## src/rtl/core/swm_pkg.sv

```systemverilog
// ----------------------------------------------------------------------------
// swm_pkg
// Shared types and constants for the sliding window maximum unit.
// ----------------------------------------------------------------------------
package swm_pkg;

  localparam int QDEPTH   = 64;
  localparam int SAMPLE_W = 32;
  localparam int POS_W    = 7;
  localparam int CNT_W    = 7;
  localparam int WS_W     = 7;
  localparam int ADDR_W   = 3;
  localparam int DATA_W   = 32;

  localparam logic [CNT_W-1:0] QDEPTH_C  = CNT_W'(QDEPTH);
  localparam logic [WS_W-1:0]  WS_RESET  = WS_W'(1);

  // register index, taken from the word address bit
  localparam logic REG_WINDOW_SIZE = 1'b0;

  typedef struct packed {
    logic signed [SAMPLE_W-1:0] value;
    logic [POS_W-1:0]           pos;
  } entry_t;

  typedef enum logic [1:0] {
    CELL_HOLD,
    CELL_SH1,
    CELL_SH2,
    CELL_LOAD
  } cell_op_t;

endpackage

```

## src/rtl/core/swm_cell.sv

```systemverilog
// ----------------------------------------------------------------------------
// swm_cell
// One queue slot: holds an entry, compares it against the incoming sample,
// and takes its next entry from itself, a neighbor or the new sample.
// ----------------------------------------------------------------------------
module swm_cell (
  input  logic                                clk,
  input  swm_pkg::cell_op_t                   op,
  input  logic                                occ,
  input  logic signed [swm_pkg::SAMPLE_W-1:0] sample,
  input  swm_pkg::entry_t                     right1,
  input  swm_pkg::entry_t                     right2,
  input  swm_pkg::entry_t                     new_entry,
  output swm_pkg::entry_t                     entry_o,
  output logic                                gt_o
);

  swm_pkg::entry_t entry_r;
  swm_pkg::entry_t entry_nxt;

  always_comb begin
    case (op)
      swm_pkg::CELL_HOLD: entry_nxt = entry_r;
      swm_pkg::CELL_SH1:  entry_nxt = right1;
      swm_pkg::CELL_SH2:  entry_nxt = right2;
      swm_pkg::CELL_LOAD: entry_nxt = new_entry;
      default:            entry_nxt = entry_r;
    endcase
  end

  always_ff @(posedge clk) begin
    entry_r <= entry_nxt;
  end

  // survives the back pop only if strictly greater
  assign gt_o    = occ && (entry_r.value > sample);
  assign entry_o = entry_r;

endmodule

```

## config.mk

```make
export PLATFORM = sky130hd
export DESIGN_NAME = swm_cell
export DESIGN_NICKNAME = d
export VERILOG_FILES = /design/src/rtl/core/swm_pkg.sv /design/src/rtl/core/swm_cell.sv
export SDC_FILE = /design/constraint.sdc
export NUM_CORES = 1
export LEC_CHECK = 0
export ABC_AREA = 1
export BUFFER_PORTS_ARGS = -buffer_cell sky130_fd_sc_hd__buf_2
export CAP_MARGIN = 20
export CORE_ASPECT_RATIO = 0.9
export CORE_MARGIN = 3
export CORE_UTILIZATION = 42
export CTS_CLUSTER_SIZE = 28
export DETAILED_ROUTE_END_ITERATION = 10
export HOLD_SLACK_MARGIN = 0.1
export PLACE_DENSITY = 0.81
export SETUP_SLACK_MARGIN = 0.3
export SLEW_MARGIN = 20
export SYNTH_ARGS = -nofsm -noshare
export SYNTH_HDL_FRONTEND = slang
export SYNTH_SLANG_ARGS = --single-unit
```

## constraint.sdc

```tcl
create_clock -name clk -period 1.65 [get_ports clk]
set_input_delay 0.165 -clock clk [delete_from_list [all_inputs] [get_ports clk]]
set_output_delay 0.165 -clock clk [all_outputs]
set_load 0.005 [all_outputs]
```

Yosys cells after proc, flatten, opt, wreduce, memory -nomap -nowiden:

Index checks and enable logic that the tools add are counted.

* reductions and logical operators: 2
* muxes and demuxes: 1
* eq/ne operators: 3
* order comparisons: 1

Operators with widths (count)
* $pmux 39 s3: 1
* $gt 32x32->1: 1
* $eq 2x2->1 const B: 2
* $eq 2x1->1 const B: 1
* $logic_not 2->1: 1
* $logic_and 1x1->1: 1

* output and inout bits: 40
* bits of input ports: 153
* register bits after elaboration: 39

Longest topological paths before layout:

Gate-level depths: netlist (run 1).

* word-level depth: 2
* depth in mapped cells: 16
* gate-level depth less buffers: 16

Worst setup path before layout (run 1):

OpenSTA, ideal clock, no wires.

* path type: register -> output
* start point: register entry_r, in the netlist entry_o[38]
* end point: output port gt_o
* buffers on the path: 0
* path slack: 112 ps
* required time: 1485 ps
* cell stages (with the launch flop): 10
* data arrival time: 1373 ps
* path through: edfxtp_1 -> ha_1 -> a21oi_1 -> o21a_1 -> nand2_1 -> nor2_1 -> nand2_1 -> nand2_1 -> nand2_1 -> nor2_2

* word-level cells in the longest chain between the ends: 2

RTL lines
* start, declared: line swm_cell.sv:18 `swm_pkg::entry_t entry_r;`
* start signal, assigned: line swm_cell.sv:32 `entry_r <= entry_nxt;`
* $gt 32x32->1: line swm_cell.sv:36 `assign gt_o = occ && (entry_r.value > sample);`
* $logic_and 1x1->1: line swm_cell.sv:36
* end, declared: line swm_cell.sv:15 `output logic gt_o`

Every way passes these cells.

Final worst setup path (run 1):

* start point: register entry_r, in the netlist entry_o[30]
* end point: output port gt_o

The elaborated chain is that of the path after synthesis.

==> results of run 1 <==
[through the flow]
| stage | hold WS, ns | cells | setup WS (ns) |
|---|---|---|---|
| floorplan | 0.355 | 360 | 0.124 |
| global placement | 0.442 | 632 | -0.0890 |
| detailed placement | 0.451 | 632 | -0.142 |
| CTS | 0.147 | 640 | -0.429 |
| global route | 0.144 | 640 | -0.601 |
| finish | 0.159 | 640 | -0.409 |
[layer usage]
metal	track usage [%]	vias up
met2	40.8	160
met4	6.07	0
met5	0	-
li1	-	1588
met1	25.1	1376
met3	5.59	6
[cell families (layout without fill, tap and decap cells)]
logic type | after synthesis | count (layout)
AO/OA/AOI/OAI | 19 | 19
adder cells (fa/ha/maj) | 32 | 32
buffers and inverters | 58 | 251
flip-flops | 39 | 39
AND/OR/NAND/NOR | 212 | 212
[power by group through the flow]
stage,clock network [mW],registers [mW],logic (mW)
global route,0.698,1.31,1.00
detailed placement,0,1.32,0.863
finish,0.629,1.30,0.886
floorplan,0,1.32,0.411
CTS,0.650,1.30,0.888
global placement,0,1.31,0.832
[synth_stat cells, drive strengths merged]
cell type / n / area, um^2
nand2: 115 / 434
nand3: 80 / 400
a21o: 1 / 7.51
a21oi: 14 / 70.1
inv: 40 / 150
buf: 7 / 40.0
o21ai: 2 / 10.0
nor2: 12 / 55.1
nor3: 1 / 5.00
ha: 32 / 400
o21a: 2 / 15.0
nand4: 3 / 18.8
edfxtp: 39 / 1170
clkbuf: 11 / 42.5
or2: 1 / 6.26
[critical path, delay by kind of cell, from the launching register on]
| kind | cells | cell delay [ns] |
|---|---|---|
| flops | 1 | 0.45 |
| fa+ha+maj | 1 | 0.30 |
| buf+inv | 1 | 0.12 |
| simple gates | 9 | 0.72 |
[path summary, 6_finish.rpt]
| path | end | slack, ns | cells after the start |
|---|---|---|---|
| worst min-delay path | entry_o[11]$_DFFE_PP_ | 0.16 | 3 |
| worst max-delay path | gt_o | -0.41 | 11 |
[final cells by class]
cell class / instances / area, um^2 / area share, %
multi-input cells: 263 / 1490 / 36.8
clock inverters: 1 / 5.00 / 0.124
well taps: 87 / 109 / 2.69
inverters: 40 / 150 / 3.71
repair buffers: 203 / 1040 / 25.8
clock buffers: 7 / 76.3 / 1.89
flip-flops and latches: 39 / 1170 / 29.0
[repair_timing]
item	4_1_cts	5_1_grt
gates resized for setup	7	1
pin swaps	6	0
gates cloned	0	0
setup endpoints to repair	1	1
==> impl_metrics.csv, run 1 <==
group,metric,value,unit
die,core_area,0.00632,mm^2
drt,wl_met1,3220,um
layout,final_common_cell,"buf_2",
pwr,p_sw_share,29.9,%
yosys,avgSynthCellArea,7.85,um^2
grt,track_usage,22.2,%
yosys,synth_xor_area_share,0,%
worst_setup_path,worstPathArrival,1.89,ns
placed_design,place.port_buffers,192,
worst_setup_path,crit_top_cell,"nand2_1",
yosys,synth.area.mux_share,0,%
worst_setup_path,crit_chain,"ha_4, nand2_2, nor2_2, nand4_1, nor2_2, nand2_1, nand2_1, nand2_1, nand2_1, nor2_2, buf_2",
worst_setup_path,cp-startpoint,"entry_o[30]$_DFFE_PP_",
die,die_width,92.5,um
drt,firstDrtPassIters,4,
drt,via_count,3130,
cts,clkSlewWorstSetupHoldPaths,0.08,ns
layout,final_nets,737,
pwr,p_clk_share,22.4,%
drt,drc,0,
worst_setup_path,cpMaxStageDelayCell,"edfxtp_1",
pwr,p_per_area,695,mW/mm^2
min_path,hold_start,"right2[11]",
status,status,"complete, but fails checks",
sta,fmax,486,MHz
pwr,p_leak,2.21,nW
cts,cts_hold_buf,0,
grt,grt_max_degree,40,
layout,syn2layout_area_growth,43.0,%
drt,ant_nets,0,
die,boundaryPins,193,
yosys,ys_ff_latch,39,
yosys,synth_compound_area_share,3.63,%
placed_design,dpl.hpwl,6780,um
sta,fin_crit_sh,125,%
grt,grt_antenna_before_repair,0,
worst_setup_path,critPathLaunchType,"flip-flop",
cts,cts_tree,"done",
yosys,synth-seq-area-share,41.4,%
drt,finalWirelength,8700,um
worst_setup_path,slowest_delay,0.45,ns
sta,hold_viol,0,
yosys,synth_top_family_by_area,"simple AND/OR/NAND/NOR gates",
grt,overflow,0,
pwr,total_power,2.81,mW
die,initial_utilization,44.7,%
die,rows,27,
yosys,yosys.area_share.simple,32.5,%
pwr,ir_worst_vdd,495,uV
min_path,hold_path_class,"input pin to flip-flop",
cts,cts_root_buf,"clkbuf_8",
sta,maxSlewHeadroom,40.7,%
drt,first_iter_violations,91,
status,violations,"setup timing",
die,fp.dieH,83.8,um
sta,rsz0062_at_grt,"yes",
drt,top_layer,"met4",
worst_setup_path,endpoint_kind,"primary output",
sta,fin_crit,2.06,ns
pwr,p_seq_share,46.1,%
yosys,syn_area,0.00283,mm^2
pwr,p_int,1.97,mW
worst_setup_path,cp.required,1.48,ns
drt,avgViaCountPerCell,4.89,
sta,tightest_slew,0.888,ns
grt,grt_pass1_vias,3136,
worst_setup_path,critPathMaxFanout,2,
worst_setup_path,worst-setup-path-type,"flip-flop to primary output",
cts,clock_path_buffers,2,
cts,cts.sinks,39,
pwr,combPwrFrac,31.5,%
layout,final_area,0.00404,mm^2
sta,setup_viol,1,
placed_design,place.gp.congestion,0.783,
layout,drive_above_1_share,40.7,%
layout,fin_util,64.0,%
die,dieArea,0.00775,mm^2
drt,met3RoutedLength,885,um
cts,cts_buffers,5,
cts,htreeDepth,2,
yosys,synth.net_count,545,
yosys,yosysWarningCount,0,
placed_design,dpl_cell_area,0.00392,mm^2
cts,post_cts_buffers,0,
layout,fill_cells,583,
grt,grt_first_pass_wirelength,14000,um
layout,layout_common_cells,"buf_2, nand2_1, nand3_1",
layout,largest_reg_flops,39,
sta,report.final.slew_viol_count,0,
yosys,synth.distinct_cells,20,
sta,fin_ws,-0.409,ns
sta,final.setup.tns,-0.409,ns
drt,routedWlPerCell,13.6,um
run,drv_cap,0,
yosys,syn-instance-count,360,
layout,diodes,0,
yosys,synth_fa_ha_area_share,14.2,%
pwr,switchingPower,841,uW
drt,met2WireLength,4510,um
No activity file was read; power rests on OpenSTA's default activity.
==> run 2: changes to the inputs <==
ABC_CLOCK_PERIOD_IN_PS = 1650   (was unset)
SKIP_CTS_REPAIR_TIMING = 1   (was unset)
==> run 2 against run 1 <==
The run still ends with setup timing left. Clock-buffer cell count unchanged. Critical path depth stayed put. Maximum frequency shrank 1.1%. Critical endpoint unchanged. Largest power group unchanged. Highest routed layer unchanged.
==> impl_metrics.csv, run 2 (synthesis gave the netlist of run 1 again) <==
group,metric,value,unit
grt,grt_first_pass_wirelength,13800,um
drt,firstDrtPassIters,4,
cts,cts_tree,"done",
sta,fin_crit_sh,126,%
layout,drive_above_1_share,41.1,%
run,drv_cap,0,
die,boundaryPins,193,
placed_design,dpl.hpwl,6780,um
sta,fin_crit,2.08,ns
layout,largest_reg_flops,39,
drt,routedWlPerCell,13.5,um
layout,fill_cells,578,
drt,drc,0,
grt,grt_pass1_vias,3128,
layout,final_area,0.00408,mm^2
cts,cts_root_buf,"clkbuf_8",
sta,fmax,481,MHz
grt,overflow,0,
cts,clock_path_buffers,2,
cts,htreeDepth,2,
placed_design,dp.cells,632,
pwr,total_power,2.83,mW
worst_setup_path,worst-setup-path-type,"flip-flop to primary output",
placed_design,dpl_cell_area,0.00392,mm^2
die,initial_utilization,44.7,%
layout,multi_input_area,0.00151,mm^2
layout,final_cells,642,
layout,regArea,0.00117,mm^2
drt,via_count,3169,
drt,first_iter_violations,84,
pwr,p_per_area,692,mW/mm^2
worst_setup_path,critPathMaxFanout,2,
status,violations,"setup timing",
layout,final_common_cell,"buf_2",
worst_setup_path,cp.required,1.48,ns
sta,hold_viol,0,
grt,grt_max_degree,40,
worst_setup_path,endpoint_kind,"primary output",
min_path,hold_path_class,"input pin to flip-flop",
die,rows,27,
sta,setup_viol,1,
placed_design,place.port_buffers,192,
cts,cts.sinks,39,
grt,grt_antenna_before_repair,0,
drt,finalWirelength,8690,um
grt,track_usage,21.9,%
pwr,ir_worst_vdd,493,uV
die,core_area,0.00632,mm^2
die,dieArea,0.00775,mm^2
cts,cts_buffers,5,
layout,diodes,0,
min_path,whs_path_depth,3,
placed_design,place.gp.congestion,0.783,
status,status,"complete, but fails checks",
die,die_width,92.5,um
drt,avgViaCountPerCell,4.94,
sta,maxSlewHeadroom,40.8,%
layout,final_nets,739,
worst_setup_path,critPathLaunchType,"flip-flop",
sta,rsz0062_at_grt,"yes",
sta,report.final.slew_viol_count,0,
sta,fin_ws,-0.431,ns
pwr,p_leak,2.22,nW
layout,syn2layout_area_growth,44.4,%
sta,tightest_slew,0.885,ns
sta,hold_ws,0.158,ns
layout,layout_common_cells,"buf_2, nand2_1, nand3_1",
cts,clkSlewWorstSetupHoldPaths,0.08,ns
drt,ant_nets,0,
die,fp.dieH,83.8,um
worst_setup_path,worstPathArrival,1.92,ns
-- run 2: cell count changes in the layout (fill, tap and decap cells not counted), sizes merged --
cell	delta
buf	+2
-- run 2: final cells by class --
class,count,share of cell area (%)
clock buffer,7,1.87
clock inverter,1,0.123
inverter,40,3.68
multi-input combinational,263,37.0
sequential,39,28.7
tap,87,2.67
timing repair buffer,205,25.9
-- run 2: path summary, 6_finish.rpt --
kind	start	endpoint	slack, ns
worst max-delay path	entry_o[30]$_DFFE_PP_	gt_o	-0.43
worst min-delay path	right2[11]	entry_o[11]$_DFFE_PP_	0.16
-- run 2: power breakdown --
group / internal (mW) / switching, mW
combinational: 0.451 / 0.450
clock: 0.297 / 0.330
sequential: 1.23 / 0.0642
-- run 2: metrics by stage --
stage	TNS [ns]	setup WS [ns]	utilization [%]
2_1_floorplan	0	0.124	-
3_3_place_gp	-0.0890	-0.0890	62.0
3_5_place_dp	-0.142	-0.142	62.0
4_1_cts	-0.479	-0.479	63.3
5_1_grt	-0.578	-0.578	64.6
6_report	-0.431	-0.431	64.6
-- run 2: critical path, cell delays in order, from the launching register on --
cell and delay [ns]:
edfxtp_1 0.44, ha_4 0.30, nand2_1 0.07, nor2_2 0.11
nand4_1 0.14, nor2_2 0.17, nand2_1 0.08, nand2_1 0.06
nand2_1 0.04, nand2_1 0.06, nor2_2 0.03, buf_2 0.12
-- run 2: routing by layer --
layer | vias to the layer above | wire [um] | track usage (%)
met5 | - | 0 | 0
met4 | 0 | 85 | 6.07
met3 | 6 | 812 | 5.59
met2 | 147 | 4450 | 40.0
met1 | 1422 | 3350 | 25.1
li1 | 1594 | - | -
==> run 3: changes to the inputs <==
CORE_ASPECT_RATIO = 0.75   (was 0.9)
SETUP_SLACK_MARGIN = unset   (was 0.3)
==> run 3 against run 2 <==
The flow still finishes with violations (setup timing). Final cell count is 0.78% higher. Clock-buffer cell count unchanged. Routed wire length up 4.4%. Clock power shrank 2%. Critical path depth unchanged. Sequential power is essentially flat. Critical path type unchanged. Critical endpoint unchanged. Largest cell class unchanged. Largest power group unchanged. Highest routed layer unchanged.
==> impl_metrics.csv, run 3 (synthesis gave the netlist of run 1 again) <==
group,metric,value,unit
status,status,"complete, but fails checks",
status,violations,"setup timing",
grt,grt_pass1_vias,2975,
die,rows,25,
grt,grt_first_pass_wirelength,13500,um
drt,via_count,3220,
placed_design,dpl.hpwl,7080,um
drt,first_iter_violations,142,
sta,rsz0062_at_grt,"yes",
cts,cts_buffers,5,
die,fp.dieH,77.0,um
cts,htreeDepth,2,
cts,cts.sinks,39,
cts,cts_root_buf,"clkbuf_8",
sta,report.final.slew_viol_count,0,
layout,final_nets,750,
layout,largest_reg_flops,39,
sta,fmax,486,MHz
sta,tightest_slew,0.898,ns
run,drv_cap,0,
grt,grt_max_degree,40,
placed_design,place.gp.congestion,0.801,
grt,overflow,0,
pwr,p_per_area,687,mW/mm^2
die,boundaryPins,193,
die,dieArea,0.00776,mm^2
cts,clkSlewWorstSetupHoldPaths,0.08,ns
die,core_area,0.00641,mm^2
die,initial_utilization,44.1,%
layout,layout_common_cells,"buf_2, nand2_1, nand3_1",
grt,track_usage,22.0,%
sta,hold_viol,0,
grt,grt_antenna_before_repair,0,
placed_design,dp_slack,-0.197,ns
pwr,ir_worst_vdd,367,uV
worst_setup_path,crit_chain,"ha_4, nand2_4, nor2_4, nand4_1, nor2_2, nand2_1, nand2_1, nand2_1, nand2_1, nor2_2, buf_2",
worst_setup_path,slowest_delay,0.46,ns
drt,drc,0,
drt,avgViaCountPerCell,4.98,
sta,maxSlewHeadroom,40.0,%
pwr,total_power,2.90,mW
layout,final_common_cell,"buf_2",
worst_setup_path,worstPathArrival,1.89,ns
drt,routedWlPerCell,14.0,um
drt,finalWirelength,9070,um
worst_setup_path,cp_num_buf_inv,1,
sta,setup_viol,1,
layout,drive_above_1_share,43.5,%
worst_setup_path,critPathLaunchType,"flip-flop",
layout,fin_util,65.9,%
sta,fin_crit,2.06,ns
layout,diodes,0,
die,die_width,101,um
cts,cts_tree,"done",
drt,ant_nets,0,
cts,clock_path_buffers,2,
pwr,p_leak,2.29,nW
placed_design,place.port_buffers,192,
drt,firstDrtPassIters,5,
worst_setup_path,cp.depth,11,
min_path,hold_path_class,"input pin to flip-flop",
worst_setup_path,crit_top_cell,"nand2_1",
worst_setup_path,endpoint_kind,"primary output",
worst_setup_path,cp.required,1.48,ns
min_path,whs_path_depth,3,
worst_setup_path,critPathMaxFanout,2,
sta,fin_crit_sh,125,%
worst_setup_path,worst-setup-path-type,"flip-flop to primary output",
worst_setup_path,cpMaxStageDelayCell,"edfxtp_1",
layout,syn2layout_area_growth,49.4,%
sta,fin_ws,-0.406,ns
worst_setup_path,crit_family,"simple AND/OR/NAND/NOR gates",
==> run 3: cell count changes in the layout (fill, tap and decap cells not counted), sizes merged <==
cell	delta
buf	+11
==> run 3: worst paths after layout <==
path                    end                  start
min   entry_o[13]$_DFFE_PP_             right2[13]
max                    gt_o  entry_o[30]$_DFFE_PP_
==> run 3: metal layers <==
| layer | part of all wire, % | track usage [%] | vias up | wire length, um |
|---|---|---|---|---|
| met3 | 7.9 | 4.18 | 8 | 720 |
| met1 | 40 | 27.2 | 1452 | 3670 |
| met4 | 0.79 | 4.71 | 0 | 72 |
| met2 | 51 | 39.4 | 147 | 4610 |
| li1 | - | - | 1613 | - |
| met5 | 0 | 0 | - | 0 |
==> run 3: area by class of cell <==
class / instances / area (um^2)
Clock inverter: 1 / 5.00
Inverter: 40 / 150
Fill cell: 577 / 2190
Tap cell: 81 / 101
Sequential cell: 39 / 1170
Timing Repair Buffer: 216 / 1150
Clock buffer: 7 / 76.3
Multi-Input combinational cell: 263 / 1570
==> run 3: power breakdown <==
| group | leakage [nW] | internal [mW] | switching (mW) |
|---|---|---|---|
| Combinational | 1.84 | 0.502 | 0.475 |
| Clock | 0.0422 | 0.297 | 0.317 |
| Sequential | 0.402 | 1.23 | 0.0762 |
| Total | 2.29 | 2.03 | 0.868 |
==> run 3: through the flow <==
step	hold WS, ns	cell area [um^2]	cells	TNS (ns)
2_1_floorplan	0.355	2830	360	0
4_1_cts	0.150	4050	642	-0.514
3_3_place_gp	0.443	3970	634	-0.234
5_1_grt	0.152	4220	647	-0.579
3_5_place_dp	0.450	3970	634	-0.197
6_report	0.160	4220	647	-0.406
